File: config.mk
export PLATFORM = sky130hd
export DESIGN_NAME = tme_div
export DESIGN_NICKNAME = d
export VERILOG_FILES = /design/src/hdl/assert_macros.svh /design/src/hdl/tme_pkg.sv /design/src/hdl/tme_div.sv
export SDC_FILE = /design/constraint.sdc
export NUM_CORES = 1
export LEC_CHECK = 0
export ABC_AREA = 1
export BUFFER_PORTS_ARGS = -buffer_cell sky130_fd_sc_hd__buf_2
export CORE_MARGIN = 5
export CORE_UTILIZATION = 30
export DETAILED_ROUTE_END_ITERATION = 7
export PLACE_DENSITY = 0.5
export SYNTH_ARGS = -nofsm -noshare
export SYNTH_HDL_FRONTEND = slang
export SYNTH_SLANG_ARGS = --single-unit
File: constraint.sdc
create_clock -name i_clk -period 7.05 [get_ports i_clk]
set_clock_uncertainty 0.15 [all_clocks]
set_input_delay 1.0575 -clock i_clk [delete_from_list [all_inputs] [get_ports i_clk]]
set_output_delay 1.0575 -clock i_clk [all_outputs]
set_load 0.01 [all_outputs]
File: src/hdl/assert_macros.svh
// assertion macros used by the estimator top level
`ifndef ASSERT_MACROS_SVH
`define ASSERT_MACROS_SVH

// clocked check, quiet while reset is low
`define ASSERT_CLK(lbl, prop, msg) \
    lbl: assert property (@(posedge i_clk) disable iff (!i_rst_n) prop) else $error(msg);

// clocked check that also holds through reset
`define ASSERT_ALWAYS(lbl, prop, msg) \
    lbl: assert property (@(posedge i_clk) prop) else $error(msg);

`endif

File: src/hdl/tme_pkg.sv
// types and constants of the thrust mass estimator
`default_nettype none
package tme_pkg;
    localparam int MAX_SAMPLES = 64;
    localparam int MAX_BATCH   = 256;
    localparam int FRAC_BITS   = 16;

    localparam int ACCEL_W  = 24;
    localparam int THRUST_W = 28;
    localparam int MASS_W   = 28;
    localparam int GAIN_W   = 17;
    localparam int WIN_W    = 7;
    localparam int CFG_W    = 28;
    localparam int CFG_IDX_W = 2;

    localparam int HIST_AW = (MAX_SAMPLES > 1) ? $clog2(MAX_SAMPLES) : 1;
    localparam int FILL_W  = $clog2(MAX_SAMPLES + 1);
    localparam int CNT_W   = $clog2(MAX_BATCH + 1);
    localparam int SUM_W   = ACCEL_W + CNT_W;
    localparam int SCALE_W = CNT_W + FRAC_BITS;
    localparam int WSUM_W  = MASS_W + FILL_W;

    // divider sizes: batch numerator thrust*count*2^frac over |sum|
    localparam int DIV_NUM_W = (THRUST_W - 1) + CNT_W + FRAC_BITS;
    localparam int DIV_DEN_W = SUM_W;
    localparam int DIV_CNT_W = $clog2(DIV_NUM_W + 1);

    // mean must exceed one millionth
    localparam int MEAN_LIMIT   = 1000000;
    localparam int MEAN_LIMIT_W = 20;
    localparam int PROD_W       = SUM_W + MEAN_LIMIT_W;

    // low-pass gain in Q1.16
    localparam int GAIN_SH = 16;
    localparam logic [GAIN_W-1:0] GAIN_ONE = GAIN_W'(65536);
    localparam int FACC_W  = GAIN_W + MASS_W;

    localparam logic [MASS_W-1:0] MASS_MAX = {MASS_W{1'b1}};
    localparam logic [MASS_W-1:0] MASS_RESET = MASS_W'(65536);

    typedef enum logic [CFG_IDX_W-1:0] {
        CFG_INITIAL_MASS = 2'd0,
        CFG_THRESHOLD    = 2'd1,
        CFG_GAIN         = 2'd2,
        CFG_WINDOW       = 2'd3
    } t_cfg_idx;

    typedef enum logic [8:0] {
        S_IDLE  = 9'b000000001,
        S_CHECK = 9'b000000010,
        S_TEST  = 9'b000000100,
        S_DIV   = 9'b000001000,
        S_BOUT  = 9'b000010000,
        S_RSUM  = 9'b000100000,
        S_RDIV  = 9'b001000000,
        S_FILT1 = 9'b010000000,
        S_FILT2 = 9'b100000000
    } t_state;
endpackage
`default_nettype wire

File: src/hdl/tme_div.sv
// shared restoring divider, one quotient bit per cycle
`default_nettype none
module tme_div import tme_pkg::*; (
    input  wire logic                 i_clk,
    input  wire logic                 i_rst_n,
    input  wire logic                 i_start,
    input  wire logic [DIV_NUM_W-1:0] i_num,
    input  wire logic [DIV_DEN_W-1:0] i_den,
    output logic                      o_busy,
    output logic                      o_done,
    output logic [DIV_NUM_W-1:0]      o_quo
);
    logic [DIV_DEN_W-1:0] r_den;
    logic [DIV_DEN_W-1:0] r_rem;
    logic [DIV_NUM_W-1:0] r_sh;
    logic [DIV_CNT_W-1:0] r_cnt;
    logic                 r_busy;
    logic                 r_done;
    logic [DIV_DEN_W:0]   trial;
    logic [DIV_DEN_W:0]   diff;
    logic                 take;

    // one shift-subtract step
    assign trial = {r_rem, r_sh[DIV_NUM_W-1]};
    assign diff  = trial - {1'b0, r_den};
    assign take  = (trial >= {1'b0, r_den});

    always_ff @(posedge i_clk) begin
        if (!i_rst_n) begin
            r_busy <= 1'b0;
            r_done <= 1'b0;
            r_cnt  <= '0;
        end else begin
            r_done <= 1'b0;
            if (i_start && !r_busy) begin
                r_busy <= 1'b1;
                r_cnt  <= DIV_CNT_W'(DIV_NUM_W);
                r_den  <= i_den;
                r_rem  <= '0;
                r_sh   <= i_num;
            end else if (r_busy) begin
                r_rem <= take ? diff[DIV_DEN_W-1:0] : trial[DIV_DEN_W-1:0];
                r_sh  <= {r_sh[DIV_NUM_W-2:0], take};
                r_cnt <= r_cnt - 1'b1;
                if (r_cnt == DIV_CNT_W'(1)) begin
                    r_busy <= 1'b0;
                    r_done <= 1'b1;
                end
            end
        end
    end

    assign o_busy = r_busy;
    assign o_done = r_done;
    assign o_quo  = r_sh;
endmodule
`default_nettype wire

# After elaboration in Yosys (flattened, before gate mapping)
# Cells that the tools add are included.
[word_totals]
mem_count = 0
regBits = 126
latchBits = 0
ram_bits = 0
romBits = 0
out_inout_bits = 54
[op_classes]
addsub = 2
n_eq_ne = 1
reduce_logical = 7
n_mux = 10
n_div = 0
magnitude_cmp = 1
bitwise_logic = 2
shifts = 0
n_mul = 0
[ops]
columns = ["cell", "count"]
rows = [
  ["$mux W52", 2],
  ["$mux W33", 2],
  ["$ge A34 B33 Y1", 1],
  ["$sub A33 B33 Y33", 1],
  ["$mux W6", 2],
  ["$eq A6 B1 Y1 const B", 1],
  ["$sub A6 B1 Y6 const B", 1],
  ["$mux W1", 4],
  ["$reduce_and A2 Y1", 2],
  ["$reduce_or A3 Y1", 1],
  ["$not A1 Y1", 2],
  ["$reduce_bool A2 Y1", 1],
  ["$reduce_or A2 Y1", 1],
  ["$logic_and A1 B1 Y1", 1],
  ["$logic_not A1 Y1", 1],
]

# Longest topological paths before layout
[logic_depth]
word_depth = 4
ltp_mapped = 16
depth_no_buf = 16

# Least setup slack after synthesis
# OpenSTA, ideal clock, no wires.
[synth_path]
kind = "in2reg"
from = "input i_rst_n"
to = "register r_sh[0] (netlist: o_quo[0]), enable pin"
arrival_time_ns = 2.948
path_slack_ns = 3.506
path_buffers = 0
cell_stages = 2
t_required_ns = 6.454
setup_time_ns = 0.446
path_cell_list = "nand2_1 > nand2_1"
[synth_via]
elab_chain_cells = 1
[synth_lines]
columns = ["element", "line_no", "text"]
rows = [
  ["start, declared", "tme_div.sv:5", "input wire logic i_rst_n,"],
  ["$reduce_and A2 Y1 (no source line)", "--", ""],
  ["end signal, assigned", "tme_div.sv:40", "r_sh <= i_num;"],
  ["end signal, assigned", "tme_div.sv:43", "r_sh <= {r_sh[DIV_NUM_W-2:0], take};"],
  ["end, declared", "tme_div.sv:15", "logic [DIV_NUM_W-1:0] r_sh;"],
]
# No other way between the ends.
# A chain may end at the register's enable or synchronous reset.

# Final worst setup path
[layout_path]
from = "register r_sh[51] (netlist: o_quo[51])"
to = "register r_sh[0] (netlist: o_quo[0]) (data pin)"
[layout_via]
elab_chain_cells = 3
[layout_lines]
columns = ["element", "line_no", "text"]
rows = [
  ["$ge A34 B33 Y1", "tme_div.sv:26", "assign take = (trial >= {1'b0, r_den});"],
  ["$mux W52", "tme_div.sv:41", "end else if (r_busy) begin"],
  ["$mux W52", "tme_div.sv:35", "if (i_start && !r_busy) begin"],
]
# No other way between the ends. The select of a mux whose other input is x is not followed.

==> run metrics <==
status=finished, final reports clean; die area=roughly 31000 um^2; Worst-Margin Slew=~1.0 ns; flops & latches, synth=approximately 130; VDD IR-drop max=approximately 0.00011 V; fin. max-slew vios=0; clock tree buffer depth=2; CP Data Required Time=a little over 7 ns; clk_lat worst skew=0.43 ns; # rows=60; Die W=roughly 170 um; hold_buf cts=0; Critical Path AT=a little under 3 ns; final setup violating endpoints=0; Final ANT Viol Nets=0; clk sinks=about 130; Synthesized Nets=between 1000 and 1500; RSZ-0062 raised after global routing=no; Die Y-Extent=roughly 170 um; mean area per synthesized cell=just over 7 um^2; DRC=0; clock-pin slew on the worst setup and hold paths=around 0.070 ns; Total Routing Usage GR=0.157; Highest Clock Rate=approximately 340 MHz; I/O Buffers=between 100 and 150; reg-to-reg slack, setup=around 4.1 ns; post-synthesis compound-gate area fraction=0.0170; antenna violations before repair=2; fin util=0.366; clock power share=0.368; yosys warns=0; CTS resizes=0; switching share of power=0.338; mux share of post-synthesis cell area=0; XOR/XNOR Fraction of Synth Area=0.0172; Placed Cells=between 1500 and 2000; met2 WL post-DR=slightly above 10 mm; top cells by count, synth=nand2_1 (475), inv_1 (210), edfxtp_1 (118); kind of critical path=register to register; Top Layer Used=met5; H-tree Lvls=4; vias in the first global route=roughly 7200; TritonRoute pass-1 iters=4; Yosys cell types=35; leading area contributor after synthesis=edfxtp_1; vias per cell=around 4.4; wire per inst=14.6 um; power per cell area=approximately 260 nW/um^2; core area=~27000 um^2; simple-gate share of the synthesized area=0.343; Critical Path Fanout Max=17; CTS tree=yes; effective utilization at floorplan=0.303; final hold vios=0; Mapped Area=~8000 um^2; WHS=around 0.33 ns; count leader, synth=nand2_1; Period Utilization, post-route=0.413; global-route wire length before repair=37.9 mm; Starting DRT DRC Count=296; top cell type's share of synthesized area=0.435; largest family of logic cells by synthesized area=simple AND/OR/NAND/NOR gates; crit end category=register; # Max-Cap Violations=0; layout cell share with drive strength beyond 1=0.156; Layout Cells excl Fill=~1600; number of top-level pins=~140; setup bufs post-CTS=0; Layout fillers=a little under 3000; largest net degree at the start of global routing=60; final-stage net count=1388; Vias=around 7000; WL met1=11.2 mm; worst min-delay path class=register to register; P&R area growth vs syn=20.7%; Area after DPL=around 9000 um^2; Post-Synth Adder-Cell Area=0.0562; Synth Instances=approximately 1100; Root Buffer=clkbuf_16; NetSw=approximately 0.9 mW; setup_tns=0 ns; CP startpoint kind=register; number of synthesized flops with an enable pin=118; Tmin final=just under 3 ns; cell internal pwr=1.72 mW; CTS Buf Count=17; largest cells by area after synthesis=edfxtp_1 (43%), nand2_1 (22%), inv_1 (9.7%), ha_1 (5.4%), nor2_1 (5.3%); fraction of registers with async set/reset=0; routability congestion estimate=between 0.8 and 0.9; Total Routed Length=roughly 24 mm; Comb pwr share=0.263; Reg power frac=0.369; leakage=5.28 nW; GRT overflow=0; DP HPWL=~18 mm; fin area=9840 um^2; Rel. slew slack=0.302; Post-synth top flop=edfxtp_1; wire length on met3=about 1.7 mm; sequential fraction of the synthesis area=0.454
[worst paths after layout]
check                                from        to  depth (start not counted)
worst max-delay path            o_quo[51]  o_quo[0]                         11
worst min-delay path             r_cnt[4]  r_cnt[4]                          1
worst max register to register  o_quo[51]  o_quo[0]                         11
worst min register to register   r_cnt[4]  r_cnt[4]                          1
[worst max-delay path, cell delays in order (launching register included)]
cell and delay [ns]:
edfxtp_1 0.39, inv_1 0.09, ha_1 0.14, inv_1 0.08, fa_1 0.44, nand3_1 0.14
nand3_2 0.17, nand2_2 0.12, a21oi_1 0.07, nor2_2 0.39, buf_4 0.34, o21ai_1 0.09
[power by group through the flow]
stage	sequential [mW]	combinational, mW	clock (mW)
2_1_floorplan	0.979	0.477	0
3_3_place_gp	0.973	0.685	0
3_5_place_dp	0.973	0.689	0
4_1_cts	0.959	0.693	0.975
5_1_grt	0.966	0.791	1.00
6_report	0.958	0.683	0.954
[cell families after synthesis]
group	count (synthesis)
simple gates	687
buf+inv	232
flops	126
fa+ha+maj	36
compound gates	25
xor+xnor	16
[sequential cells by signal, summed over array words and instances, names as in the netlist]
register	count
o_done	1
r_cnt	6
r_rem	33
r_den	33
o_busy	1
o_quo	52
[stage by stage]
stage	power, mW	worst slack (ns)
finish	2.59	4.14
global route	2.76	3.94
CTS	2.63	4.11
detailed placement	1.66	3.64
global placement	1.66	3.69
floorplan	1.46	3.51
[area by class of cell]
| cell class | count | area, um^2 | area share |
|---|---|---|---|
| inverter | 211 | 792 | 0.0805 |
| sequential | 126 | 3700 | 0.376 |
| tap | 341 | 427 | 0.0434 |
| antenna | 1 | 2.50 | 0.000254 |
| timing repair buffer | 144 | 728 | 0.0740 |
| clock buffer | 23 | 554 | 0.0563 |
| multi-input combinational | 764 | 3550 | 0.361 |
| clock inverter | 9 | 78.8 | 0.00801 |
[layout by cell type, fill, tap and decap left out, drive strengths merged]
cell / Yosys / final
o21ai: 3 / 3
a31oi: 1 / 1
clkbuf: 10 / 23
a211oi: 1 / 1
nand2: 481 / 481
nand4: 9 / 9
fa: 1 / 1
inv: 211 / 217
clkinv: 0 / 3
edfxtp: 118 / 118
xnor2: 1 / 1
o21bai: 1 / 1
dfxtp: 8 / 8
and3: 1 / 1
nor2: 121 / 121
nand3b: 5 / 5
a21oi: 19 / 19
xor2: 15 / 15
ha: 35 / 35
nand3: 55 / 55
and2: 10 / 10
or2: 3 / 3
diode: 0 / 1
nor3: 2 / 2
buf: 11 / 144
[layer usage]
layer,vias to the layer above,global-route usage
met5,-,0
met3,23,0.0463
met2,196,0.248
met4,2,0.0488
li1,3716,-
met1,3173,0.208
No activity file was read; power rests on OpenSTA's default activity.
